**src/rtl/core/lattice_node_classifier_assert.svh**
```systemverilog
// Assertion macros for the lattice node classifier.
// Included by the modules that carry concurrent assertions; no other dependency.
`ifndef LATTICE_NODE_CLASSIFIER_ASSERT_SVH
`define LATTICE_NODE_CLASSIFIER_ASSERT_SVH

`ifndef SYNTHESIS
`define LNC_ASSERT(lbl, clk, rst_n, prop, msg) \
    lbl: assert property (@(posedge clk) disable iff (!rst_n) prop) else $error(msg);
`define LNC_NEVER(lbl, clk, rst_n, cond, msg) \
    lbl: assert property (@(posedge clk) disable iff (!rst_n) !(cond)) else $error(msg);
`else
`define LNC_ASSERT(lbl, clk, rst_n, prop, msg)
`define LNC_NEVER(lbl, clk, rst_n, cond, msg)
`endif

`endif

```
**src/rtl/core/lnc_pkg.sv**
```systemverilog
// Package for the lattice node classifier: field widths, codes and
// controller/datapath interface types. No dependencies.
`timescale 1ns / 1ps

package lnc_pkg;

    localparam int OP_W   = 2;
    localparam int MASK_W = 10;
    localparam int RHS_W  = 4;
    localparam int CAT_W  = 3;
    localparam int CC_W   = 4;

    localparam logic [CC_W-1:0] COLUMN_COUNT_RESET = 4'd10;

    localparam logic [OP_W-1:0] OP_DEP     = 2'd0;
    localparam logic [OP_W-1:0] OP_NON_DEP = 2'd1;
    localparam logic [OP_W-1:0] OP_QUERY   = 2'd2;

    localparam logic [CAT_W-1:0] CAT_NONE             = 3'd0;
    localparam logic [CAT_W-1:0] CAT_MIN_DEP          = 3'd1;
    localparam logic [CAT_W-1:0] CAT_DEP              = 3'd2;
    localparam logic [CAT_W-1:0] CAT_CAND_MIN_DEP     = 3'd3;
    localparam logic [CAT_W-1:0] CAT_MAX_NON_DEP      = 3'd4;
    localparam logic [CAT_W-1:0] CAT_NON_DEP          = 3'd5;
    localparam logic [CAT_W-1:0] CAT_CAND_MAX_NON_DEP = 3'd6;

    typedef enum logic [2:0] {
        S_CLEAR,
        S_IDLE,
        S_SCAN,
        S_QUERY,
        S_DRAIN,
        S_FINISH
    } state_t;

    typedef struct packed {
        logic clear;
        logic load;
        logic scan;
        logic finish;
    } cmd_t;

    typedef struct packed {
        logic is_query;
        logic scan_last;
        logic clear_last;
    } status_t;

endpackage

```
**src/rtl/core/lattice_node_classifier.sv**
```systemverilog
// Top level of the lattice node classifier: ports and the controller and
// datapath instances. Depends on lnc_pkg, lnc_ctrl and lnc_datapath.
`timescale 1ns / 1ps

// Keeps a category for every lattice node (column bitmask, 2^COLUMNS entries)
// and classifies nodes from their one-column-smaller subsets or one-column
// larger supersets. After reset the table is cleared entry by entry with
// in_stall high; configuration writes are taken throughout. A classify item
// makes one table read per column over the single read port, lets the last
// read land in the drain state and writes its category back in the finish
// state; a query reads its node's entry directly. The next item is taken only
// after the result is written to the output register, which out_stall can
// hold off. A finished result waits in the output register while the next
// item is accepted.
module lattice_node_classifier #(
    parameter int COLUMNS = 10
) (
    input  logic                         clk,
    input  logic                         rst_n,
    input  logic                         cfg_valid,
    output logic                         cfg_ready,
    input  logic [lnc_pkg::CC_W-1:0]     column_count,
    input  logic                         in_valid,
    output logic                         in_stall,
    input  logic [lnc_pkg::OP_W-1:0]     operation,
    input  logic [lnc_pkg::MASK_W-1:0]   node_mask,
    input  logic [lnc_pkg::RHS_W-1:0]    rhs_column,
    output logic                         out_valid,
    input  logic                         out_stall,
    output logic [lnc_pkg::CAT_W-1:0]    category,
    output logic                         is_candidate
);

    lnc_pkg::cmd_t    cmd;
    lnc_pkg::status_t status;

    assign cfg_ready = 1'b1;

    lnc_ctrl u_ctrl (
        .clk       (clk),
        .rst_n     (rst_n),
        .in_valid  (in_valid),
        .in_stall  (in_stall),
        .out_valid (out_valid),
        .out_stall (out_stall),
        .status    (status),
        .cmd       (cmd)
    );

    lnc_datapath #(
        .COLUMNS (COLUMNS)
    ) u_datapath (
        .clk          (clk),
        .rst_n        (rst_n),
        .cmd          (cmd),
        .status       (status),
        .cfg_we       (cfg_valid && cfg_ready),
        .column_count (column_count),
        .operation    (operation),
        .node_mask    (node_mask),
        .rhs_column   (rhs_column),
        .category     (category),
        .is_candidate (is_candidate)
    );

endmodule

```
**src/rtl/core/lnc_datapath.sv**
```systemverilog
// Datapath of the lattice node classifier: category table, neighbor scan,
// result register. Depends on lnc_pkg; driven by lnc_ctrl commands.
`timescale 1ns / 1ps
`include "lattice_node_classifier_assert.svh"

module lnc_datapath #(
    parameter int COLUMNS = 10
) (
    input  logic                         clk,
    input  logic                         rst_n,
    input  lnc_pkg::cmd_t                cmd,
    output lnc_pkg::status_t             status,
    input  logic                         cfg_we,
    input  logic [lnc_pkg::CC_W-1:0]     column_count,
    input  logic [lnc_pkg::OP_W-1:0]     operation,
    input  logic [lnc_pkg::MASK_W-1:0]   node_mask,
    input  logic [lnc_pkg::RHS_W-1:0]    rhs_column,
    output logic [lnc_pkg::CAT_W-1:0]    category,
    output logic                         is_candidate
);

    localparam int DEPTH = 1 << COLUMNS;
    localparam int IDX_W = $clog2(COLUMNS);
    localparam int EXT_W = (COLUMNS > lnc_pkg::MASK_W) ? COLUMNS : lnc_pkg::MASK_W;

    logic [lnc_pkg::CAT_W-1:0] mem [DEPTH];

    logic [lnc_pkg::CC_W-1:0]  column_count_reg;
    logic [lnc_pkg::OP_W-1:0]  op_reg;
    logic [COLUMNS-1:0]        node_reg;
    logic [lnc_pkg::RHS_W-1:0] rhs_reg;
    logic [IDX_W-1:0]          scan_idx_reg;
    logic [COLUMNS-1:0]        clr_cnt_reg;
    logic                      rd_valid_reg;
    logic [lnc_pkg::CAT_W-1:0] rd_data_reg;
    logic                      dep_hit_reg;
    logic                      non_dep_hit_reg;
    logic                      unseen_reg;
    logic [lnc_pkg::CAT_W-1:0] category_reg;
    logic                      is_candidate_reg;

    logic [COLUMNS-1:0]        use_mask;
    logic [COLUMNS-1:0]        rhs_bit;
    logic [COLUMNS-1:0]        free_cols;
    logic [EXT_W-1:0]          mask_wide;
    logic [COLUMNS-1:0]        node_in;
    logic [COLUMNS-1:0]        sel;
    logic                      relevant;
    logic [COLUMNS-1:0]        raddr;
    logic                      we;
    logic [COLUMNS-1:0]        waddr;
    logic [lnc_pkg::CAT_W-1:0] wdata;
    logic                      single;
    logic [lnc_pkg::CAT_W-1:0] cat_next;
    logic                      dep_hit_next;
    logic                      non_dep_hit_next;
    logic                      unseen_next;

    always_comb
    begin
        for (int i = 0; i < COLUMNS; i++)
        begin
            use_mask[i] = int'(column_count_reg) > i;
            rhs_bit[i]  = int'(rhs_reg) == i;
        end
    end

    assign mask_wide = EXT_W'(node_mask);
    assign node_in   = mask_wide[COLUMNS-1:0] & use_mask;
    assign free_cols = ~node_reg & use_mask & ~rhs_bit;
    assign sel       = COLUMNS'(1) << scan_idx_reg;
    assign single    = (node_reg & (node_reg - COLUMNS'(1))) == '0;

    always_comb
    begin
        if (op_reg == lnc_pkg::OP_DEP)
        begin
            relevant = node_reg[scan_idx_reg];
        end
        else
        begin
            relevant = free_cols[scan_idx_reg];
        end
    end

    always_comb
    begin
        raddr = node_reg;
        if (cmd.scan)
        begin
            raddr = (op_reg == lnc_pkg::OP_DEP) ? (node_reg & ~sel) : (node_reg | sel);
        end
    end

    always_comb
    begin
        dep_hit_next     = dep_hit_reg;
        non_dep_hit_next = non_dep_hit_reg;
        unseen_next      = unseen_reg;
        if (cmd.load)
        begin
            dep_hit_next     = 1'b0;
            non_dep_hit_next = 1'b0;
            unseen_next      = 1'b0;
        end
        else if (rd_valid_reg)
        begin
            case (rd_data_reg) inside
                lnc_pkg::CAT_NONE:
                    unseen_next = 1'b1;
                lnc_pkg::CAT_MIN_DEP, lnc_pkg::CAT_DEP, lnc_pkg::CAT_CAND_MIN_DEP:
                    dep_hit_next = 1'b1;
                lnc_pkg::CAT_MAX_NON_DEP, lnc_pkg::CAT_NON_DEP,
                lnc_pkg::CAT_CAND_MAX_NON_DEP:
                    non_dep_hit_next = 1'b1;
                default:
                    ;
            endcase
        end
    end

    always_comb
    begin
        case (op_reg)
            lnc_pkg::OP_DEP:
            begin
                if (single)
                    cat_next = lnc_pkg::CAT_MIN_DEP;
                else if (dep_hit_reg)
                    cat_next = lnc_pkg::CAT_DEP;
                else if (unseen_reg)
                    cat_next = lnc_pkg::CAT_CAND_MIN_DEP;
                else
                    cat_next = lnc_pkg::CAT_MIN_DEP;
            end
            lnc_pkg::OP_NON_DEP:
            begin
                if (non_dep_hit_reg)
                    cat_next = lnc_pkg::CAT_NON_DEP;
                else if (unseen_reg)
                    cat_next = lnc_pkg::CAT_CAND_MAX_NON_DEP;
                else
                    cat_next = lnc_pkg::CAT_MAX_NON_DEP;
            end
            default:
                cat_next = rd_data_reg;
        endcase
    end

    always_comb
    begin
        we    = 1'b0;
        waddr = node_reg;
        wdata = cat_next;
        if (cmd.clear)
        begin
            we    = 1'b1;
            waddr = clr_cnt_reg;
            wdata = lnc_pkg::CAT_NONE;
        end
        else if (cmd.finish && (op_reg == lnc_pkg::OP_DEP || op_reg == lnc_pkg::OP_NON_DEP))
        begin
            we = 1'b1;
        end
    end

    always_ff @(posedge clk)
    begin
        if (we)
        begin
            mem[waddr] <= wdata;
        end
        rd_data_reg <= mem[raddr];
    end

    always_ff @(posedge clk)
    begin
        if (cmd.load)
        begin
            op_reg   <= operation;
            node_reg <= node_in;
            rhs_reg  <= rhs_column;
        end
        if (cmd.finish)
        begin
            category_reg     <= cat_next;
            is_candidate_reg <= (cat_next == lnc_pkg::CAT_CAND_MIN_DEP)
                                || (cat_next == lnc_pkg::CAT_CAND_MAX_NON_DEP);
        end
    end

    always_ff @(posedge clk or negedge rst_n)
    begin
        if (!rst_n)
        begin
            column_count_reg <= lnc_pkg::COLUMN_COUNT_RESET;
            scan_idx_reg     <= '0;
            clr_cnt_reg      <= '0;
            rd_valid_reg     <= 1'b0;
            dep_hit_reg      <= 1'b0;
            non_dep_hit_reg  <= 1'b0;
            unseen_reg       <= 1'b0;
        end
        else
        begin
            if (cfg_we)
            begin
                column_count_reg <= column_count;
            end
            if (cmd.load)
            begin
                scan_idx_reg <= '0;
            end
            else if (cmd.scan)
            begin
                scan_idx_reg <= scan_idx_reg + IDX_W'(1);
            end
            if (cmd.clear)
            begin
                clr_cnt_reg <= clr_cnt_reg + COLUMNS'(1);
            end
            rd_valid_reg    <= cmd.scan && relevant;
            dep_hit_reg     <= dep_hit_next;
            non_dep_hit_reg <= non_dep_hit_next;
            unseen_reg      <= unseen_next;
        end
    end

    assign status.is_query   = !(operation == lnc_pkg::OP_DEP || operation == lnc_pkg::OP_NON_DEP);
    assign status.scan_last  = scan_idx_reg == IDX_W'(COLUMNS - 1);
    assign status.clear_last = &clr_cnt_reg;

    assign category     = category_reg;
    assign is_candidate = is_candidate_reg;

    `LNC_NEVER(a_scan_idx_range, clk, rst_n, cmd.scan && (int'(scan_idx_reg) >= COLUMNS), "scan index out of range")
    `LNC_NEVER(a_write_during_scan, clk, rst_n, we && (cmd.scan || rd_valid_reg), "table written while neighbors are read")
    `LNC_ASSERT(a_clear_wraps, clk, rst_n, $past(cmd.clear) && $past(status.clear_last) |-> clr_cnt_reg == '0, "clear counter did not wrap")

endmodule

```
**src/rtl/core/lnc_ctrl.sv**
```systemverilog
// Controller of the lattice node classifier: sequences clear, scan and
// result handoff. Depends on lnc_pkg; drives lnc_datapath commands.
`timescale 1ns / 1ps
`include "lattice_node_classifier_assert.svh"

module lnc_ctrl (
    input  logic             clk,
    input  logic             rst_n,
    input  logic             in_valid,
    output logic             in_stall,
    output logic             out_valid,
    input  logic             out_stall,
    input  lnc_pkg::status_t status,
    output lnc_pkg::cmd_t    cmd
);

    lnc_pkg::state_t state_reg;
    lnc_pkg::state_t state_next;
    logic            out_valid_reg;
    logic            out_valid_next;
    logic            out_free;

    assign out_free = !out_valid_reg || !out_stall;

    always_comb
    begin
        state_next = state_reg;
        unique case (state_reg)
            lnc_pkg::S_CLEAR:
                if (status.clear_last)
                    state_next = lnc_pkg::S_IDLE;
            lnc_pkg::S_IDLE:
                if (in_valid)
                    state_next = status.is_query ? lnc_pkg::S_QUERY : lnc_pkg::S_SCAN;
            lnc_pkg::S_SCAN:
                if (status.scan_last)
                    state_next = lnc_pkg::S_DRAIN;
            lnc_pkg::S_QUERY:
                state_next = lnc_pkg::S_FINISH;
            lnc_pkg::S_DRAIN:
                state_next = lnc_pkg::S_FINISH;
            lnc_pkg::S_FINISH:
                if (out_free)
                    state_next = lnc_pkg::S_IDLE;
            default:
                state_next = lnc_pkg::S_CLEAR;
        endcase
    end

    always_comb
    begin
        cmd = '0;
        unique case (state_reg)
            lnc_pkg::S_CLEAR:  cmd.clear  = 1'b1;
            lnc_pkg::S_IDLE:   cmd.load   = in_valid;
            lnc_pkg::S_SCAN:   cmd.scan   = 1'b1;
            lnc_pkg::S_FINISH: cmd.finish = out_free;
            default:           cmd = '0;
        endcase
    end

    always_comb
    begin
        out_valid_next = out_valid_reg && out_stall;
        if (cmd.finish)
        begin
            out_valid_next = 1'b1;
        end
    end

    always_ff @(posedge clk or negedge rst_n)
    begin
        if (!rst_n)
        begin
            state_reg     <= lnc_pkg::S_CLEAR;
            out_valid_reg <= 1'b0;
        end
        else
        begin
            state_reg     <= state_next;
            out_valid_reg <= out_valid_next;
        end
    end

    assign in_stall  = state_reg != lnc_pkg::S_IDLE;
    assign out_valid = out_valid_reg;

    `LNC_NEVER(a_finish_overwrite, clk, rst_n, cmd.finish && out_valid_reg && out_stall, "result overwritten before it was taken")
    `LNC_ASSERT(a_drain_after_scan, clk, rst_n, state_reg == lnc_pkg::S_DRAIN |-> $past(state_reg) == lnc_pkg::S_SCAN, "drain without scan")
    `LNC_ASSERT(a_finish_entry, clk, rst_n, $rose(state_reg == lnc_pkg::S_FINISH) |-> $past(state_reg) == lnc_pkg::S_DRAIN || $past(state_reg) == lnc_pkg::S_QUERY, "finish entered out of order")
    `LNC_ASSERT(a_result_after_finish, clk, rst_n, $rose(out_valid_reg) |-> $past(cmd.finish), "result shown without finish")

endmodule
```
**config.mk**
```make
export PLATFORM = sky130hd
export DESIGN_NAME = lattice_node_classifier
export DESIGN_NICKNAME = d
export VERILOG_FILES = /design/src/rtl/core/lnc_pkg.sv /design/src/rtl/core/lattice_node_classifier.sv /design/src/rtl/core/lnc_datapath.sv /design/src/rtl/core/lnc_ctrl.sv
export VERILOG_INCLUDE_DIRS = /design/src /design/src/rtl/core
export SDC_FILE = /design/constraint.sdc
export NUM_CORES = 2
export LEC_CHECK = 0
export BUFFER_PORTS_ARGS = -buffer_cell sky130_fd_sc_hd__buf_4
export CORE_MARGIN = 10
export CORE_UTILIZATION = 37
export DETAILED_ROUTE_END_ITERATION = 12
export GPL_ROUTABILITY_DRIVEN = 0
export PLACE_DENSITY = 0.5
export SYNTH_ARGS = -nofsm -noshare
export SYNTH_HDL_FRONTEND = slang
export SYNTH_SLANG_ARGS = --single-unit
```
**constraint.sdc**
```tcl
create_clock -name clk -period 70 [get_ports clk]
set_input_delay 3.5 -clock clk [delete_from_list [all_inputs] [get_ports clk]]
set_output_delay 3.5 -clock clk [all_outputs]
set_load 0.02 [all_outputs]
```
==> flow_summary.yaml <==
outcome:
  outcome: "finished clean"
sta:
  post-route-min-period_ns: 8.448
  finalCritPeriodShare_pct: 12.07
  rsz0062_at_grt: "false"
  drv_slew: 0
  final-setup-viol-count: 0
  timing.slew.headroom_pct: 4.207
  aggregate_negative_setup_slack_ns: 0
  final_worst_setup_slack_ns: 61.55
  fmax_mhz: 118.4
  clock_skew_ns: 0.04123
  worst_slew_pin_slew_ns: 1.424
  timing.final.hold_violations: 0
clock_tree:
  cts_hold_fix_bufs: 0
  clock_path_buffers: 4
  tritoncts_num_sinks: 3121
  clock_insertion_delay_worst_skew_ns: 0.95
  cts-root-buf: "sky130_fd_sc_hd__clkbuf_16"
  cts_buffers: 335
  clk_transition_reported_paths_ns: 0.06
  buffers_inserted_by_post_cts_timing_repair: 0
  cts_resized: 0
  clock_tree.htree_level_count: 5
  cts_tree: "done"
synthesis:
  synthDominantAreaCellType: "sky130_fd_sc_hd__edfxtp_1"
  yosys_register_bits: 3121
  postSynth.asyncResetShare_pct: 0.8331
  yosys_most_used_dff: "sky130_fd_sc_hd__edfxtp_1"
  syn_avg_cell_area_um2: 12.94
  synth_top_area_share_pct: 69.95
  number_of_nets_produced_by_synthesis: 10290
  most_area_consuming_cells_after_synthesis: "sky130_fd_sc_hd__edfxtp_1, sky130_fd_sc_hd__nand2_1, sky130_fd_sc_hd__nor2_1, sky130_fd_sc_hd__a211oi_1, sky130_fd_sc_hd__and3_1"
  synthesis.instances: 10260
  synth_most_common_cell: "sky130_fd_sc_hd__edfxtp_1"
  yosysWarningCount: 0
  synth.lib_cells_used.distinct: 102
  synth_enable_flop_cells: 3092
  synth.yosys.seq_area_share_pct: 70.49
  post_synth_instance_area_um2: 132700
  synth_common_cells: "sky130_fd_sc_hd__edfxtp_1, sky130_fd_sc_hd__nand2_1, sky130_fd_sc_hd__nor2_1"
worst_setup_path:
  arrival_ns: 9.24
  regToRegEndpoint: "u_datapath.rd_data_reg[1]$_DFF_P_"
  cp_common_cell: "sky130_fd_sc_hd__buf_4"
  critical_path.n_buffers_inverters: 4
  required_ns: 70.79
  reg2reg_setup_slack_ns: 61.55
  setup.worst_path.end_class: "register"
  worstSetupPathDepth: 15
  critPathSlowestCell: "sky130_fd_sc_hd__nor4_1"
  worst-setup-path-type: "reg -> reg"
  worst-r2r-cell-count: 15
  worst-path-max-fanout: 88
  critical_path.top_delay_family: "simple AND/OR/NAND/NOR gates"
  startpoint_type_of_the_worst_setup_path: "register"
  cells_along_the_critical_path: "inv_1 > ha_1 > nor3b_4 > buf_4 > nand3_4 > nand2_8 > buf_4 > buf_4 > mux2i_1 > o221ai_1 > o2111a_1 > nor4_1 > o21ai_0 > nor4_1 > nor4_2"
  reg2reg_from: "u_datapath.scan_idx_reg[0]$_DFFE_PN0P_"
  slowest_delay_ns: 1.17
floorplan:
  dieArea_um2: 383100
  chipHeight_um: 619.0
  fp-row-count: 219
  floorplan.initialDensity_pct: 37.24
  floorplan.core_area_um2: 356500
  die_width_um: 619.0
  boundaryPins: 32
drt:
  drt_pass1_iterations: 6
  avgViaCountPerCell: 6.181
  dr.first_iter.drc_count: 12690
  route.antenna.remaining_nets: 0
  routed_wirelength_um: 496200
  routedWlPerCell_um: 33.18
  route.detailed.drc: 0
  detailroute.via_count: 92440
grt:
  number_of_global_route_vias_before_repair: 89530
  grt_max_degree: 190
  globalRouteOverflowTotal: 0
  grt_util_all_layers_pct: 24.80
  initial_antenna_violation_count: 51
  global_route_wire_length_before_repair_um: 690200
cells_and_area:
  multi_input_comb_area_um2: 35730
  fillerInstances: 32540
  drive_gt1_share_pct: 8.640
  area_growth_syn_to_layout_pct: 11.70
  nets: 9953
  sequential_cell_area_um2: 93560
  largest_register_ffs: 3072
job:
  timing.max_cap.violations: 0
worst_hold_path:
  worst_hold_path_type: "reg -> reg"
  sink_of_the_worst_hold_path: "u_datapath.dep_hit_reg$_DFFE_PN0P_"
  min_path_cells: 2
  hold_start: "u_datapath.dep_hit_reg$_DFFE_PN0P_"
power_and_ir_drop:
  leakagePower_nw: 47.89
  total_power_per_unit_cell_area_nw_per_um2: 37.36
  vdd.ir_drop.worst_v: 0.00003276
placement:
  dpl.hpwl_um: 261500
  placement.setup.worst_slack_ns: 61.97
  io_buffers: 30
final cells by class:
type	instances	share of cell area, %
antenna	19	0.03207
clock buffer	430	6.100
clock inverter	171	0.9578
inverter	23	0.05823
multi-input combinational	6157	24.10
sequential	3121	63.10
tap	4751	4.009
timing repair buffer	283	1.644
report_power, final:
part           total (mW)  leakage, nW  switching (mW)  internal [mW]
Combinational        1.46         14.1            1.16          0.298
Clock                1.74         5.11           0.747          0.988
Sequential           2.35         28.6          0.0188           2.33
metrics by stage:
step | instances | area (um2) | hold slack [ns] | util (%) | power [mW]
4_1_cts | 14940 | 148200 | 0.5197 | 41.58 | 5.541
2_1_floorplan | 10260 | 132700 | 0.4632 | - | 3.496
3_5_place_dp | 14340 | 137800 | 0.5074 | 38.64 | 3.824
3_3_place_gp | 14330 | 137700 | 0.4862 | 38.64 | 3.815
5_1_grt | 14940 | 148200 | 0.5436 | 41.58 | 5.698
6_report | 14960 | 148300 | 0.5167 | 41.59 | 5.540
worst max path at each step:
stage                                                       from                                 to  slack [ns]
after floorplan                 u_datapath.node_reg[0]$_DFFE_PP_     u_datapath.mem[0][1]$_DFFE_PP_       39.05
after global placement    u_datapath.scan_idx_reg[0]$_DFFE_PN0P_  u_datapath.rd_data_reg[1]$_DFF_P_       62.02
after detailed placement  u_datapath.scan_idx_reg[0]$_DFFE_PN0P_  u_datapath.rd_data_reg[1]$_DFF_P_       61.97
after CTS                 u_datapath.scan_idx_reg[0]$_DFFE_PN0P_  u_datapath.rd_data_reg[1]$_DFF_P_       61.92
after global routing      u_datapath.scan_idx_reg[0]$_DFFE_PN0P_  u_datapath.rd_data_reg[1]$_DFF_P_       61.49
final                     u_datapath.scan_idx_reg[0]$_DFFE_PN0P_  u_datapath.rd_data_reg[1]$_DFF_P_       61.55
placed cells by master, fill, tap and decap left out, types with 38 or more instances in the layout:
| cell | Yosys | routed |
|---|---|---|
| sky130_fd_sc_hd__edfxtp_1 | 3092 | 3092 |
| sky130_fd_sc_hd__nand2_1 | 1363 | 1328 |
| sky130_fd_sc_hd__nor2_1 | 1100 | 1091 |
| sky130_fd_sc_hd__and3_1 | 417 | 416 |
| sky130_fd_sc_hd__a211oi_1 | 412 | 412 |
| sky130_fd_sc_hd__nand3_1 | 393 | 390 |
| sky130_fd_sc_hd__clkbuf_16 | 0 | 347 |
| sky130_fd_sc_hd__o21ai_0 | 310 | 309 |
| sky130_fd_sc_hd__a21oi_1 | 296 | 294 |
| sky130_fd_sc_hd__buf_4 | 18 | 258 |
| sky130_fd_sc_hd__mux2i_1 | 257 | 256 |
| sky130_fd_sc_hd__a31oi_1 | 223 | 221 |
| sky130_fd_sc_hd__nand4_1 | 199 | 199 |
| sky130_fd_sc_hd__o221ai_1 | 126 | 126 |
| sky130_fd_sc_hd__nand2b_1 | 102 | 100 |
| sky130_fd_sc_hd__o22ai_1 | 91 | 90 |
| sky130_fd_sc_hd__a311oi_1 | 84 | 84 |
| sky130_fd_sc_hd__clkinv_1 | 0 | 84 |
| sky130_fd_sc_hd__a22oi_1 | 80 | 80 |
| sky130_fd_sc_hd__clkbuf_1 | 506 | 78 |
| sky130_fd_sc_hd__nor4_1 | 81 | 77 |
| sky130_fd_sc_hd__and3b_1 | 58 | 58 |
| sky130_fd_sc_hd__a2111oi_0 | 45 | 43 |
| sky130_fd_sc_hd__clkinv_2 | 0 | 43 |
| sky130_fd_sc_hd__a221oi_1 | 38 | 38 |
| sky130_fd_sc_hd__a32o_1 | 39 | 38 |
per-layer routing:
layer  up-vias  track usage, %  part of all wire, %
li1      38570               -                    -
met1     47710           34.22                   41
met2      5195           38.61                   45
met3       948           4.798                  9.6
met4        14           10.05                  4.4
met5         -               0                0.020
logic make-up (layout without fill, tap and decap cells):
family / Yosys count / after routing / share of synthesized area, %
AO/OA/AOI/OAI: 1989 / 1989 / 10.44
buffers and inverters: 981 / 907 / 3.171
other: 1 / 20 / 0.002825
flip-flops: 3121 / 3121 / 70.49
XOR/XNOR: 11 / 11 / 0.07259
AND/OR/NAND/NOR: 3854 / 3854 / 13.44
multiplexers: 294 / 294 / 2.311
adder cells (fa/ha/maj): 8 / 8 / 0.07352
worst register-to-register path, stage by stage (launching register included):
cell and delay [ns]:
sky130_fd_sc_hd__dfrtp_1 0.58, sky130_fd_sc_hd__inv_1 0.31, sky130_fd_sc_hd__ha_1 0.46, sky130_fd_sc_hd__nor3b_4 0.34, sky130_fd_sc_hd__buf_4 0.49, sky130_fd_sc_hd__nand3_4 0.50
sky130_fd_sc_hd__nand2_8 0.66, sky130_fd_sc_hd__buf_4 1.06, sky130_fd_sc_hd__buf_4 0.84, sky130_fd_sc_hd__mux2i_1 0.27, sky130_fd_sc_hd__o221ai_1 0.14, sky130_fd_sc_hd__o2111a_1 0.31
sky130_fd_sc_hd__nor4_1 1.17, sky130_fd_sc_hd__o21ai_0 0.21, sky130_fd_sc_hd__nor4_1 0.86, sky130_fd_sc_hd__nor4_2 0.08
Note: power is estimated with default switching activity, not from simulation.
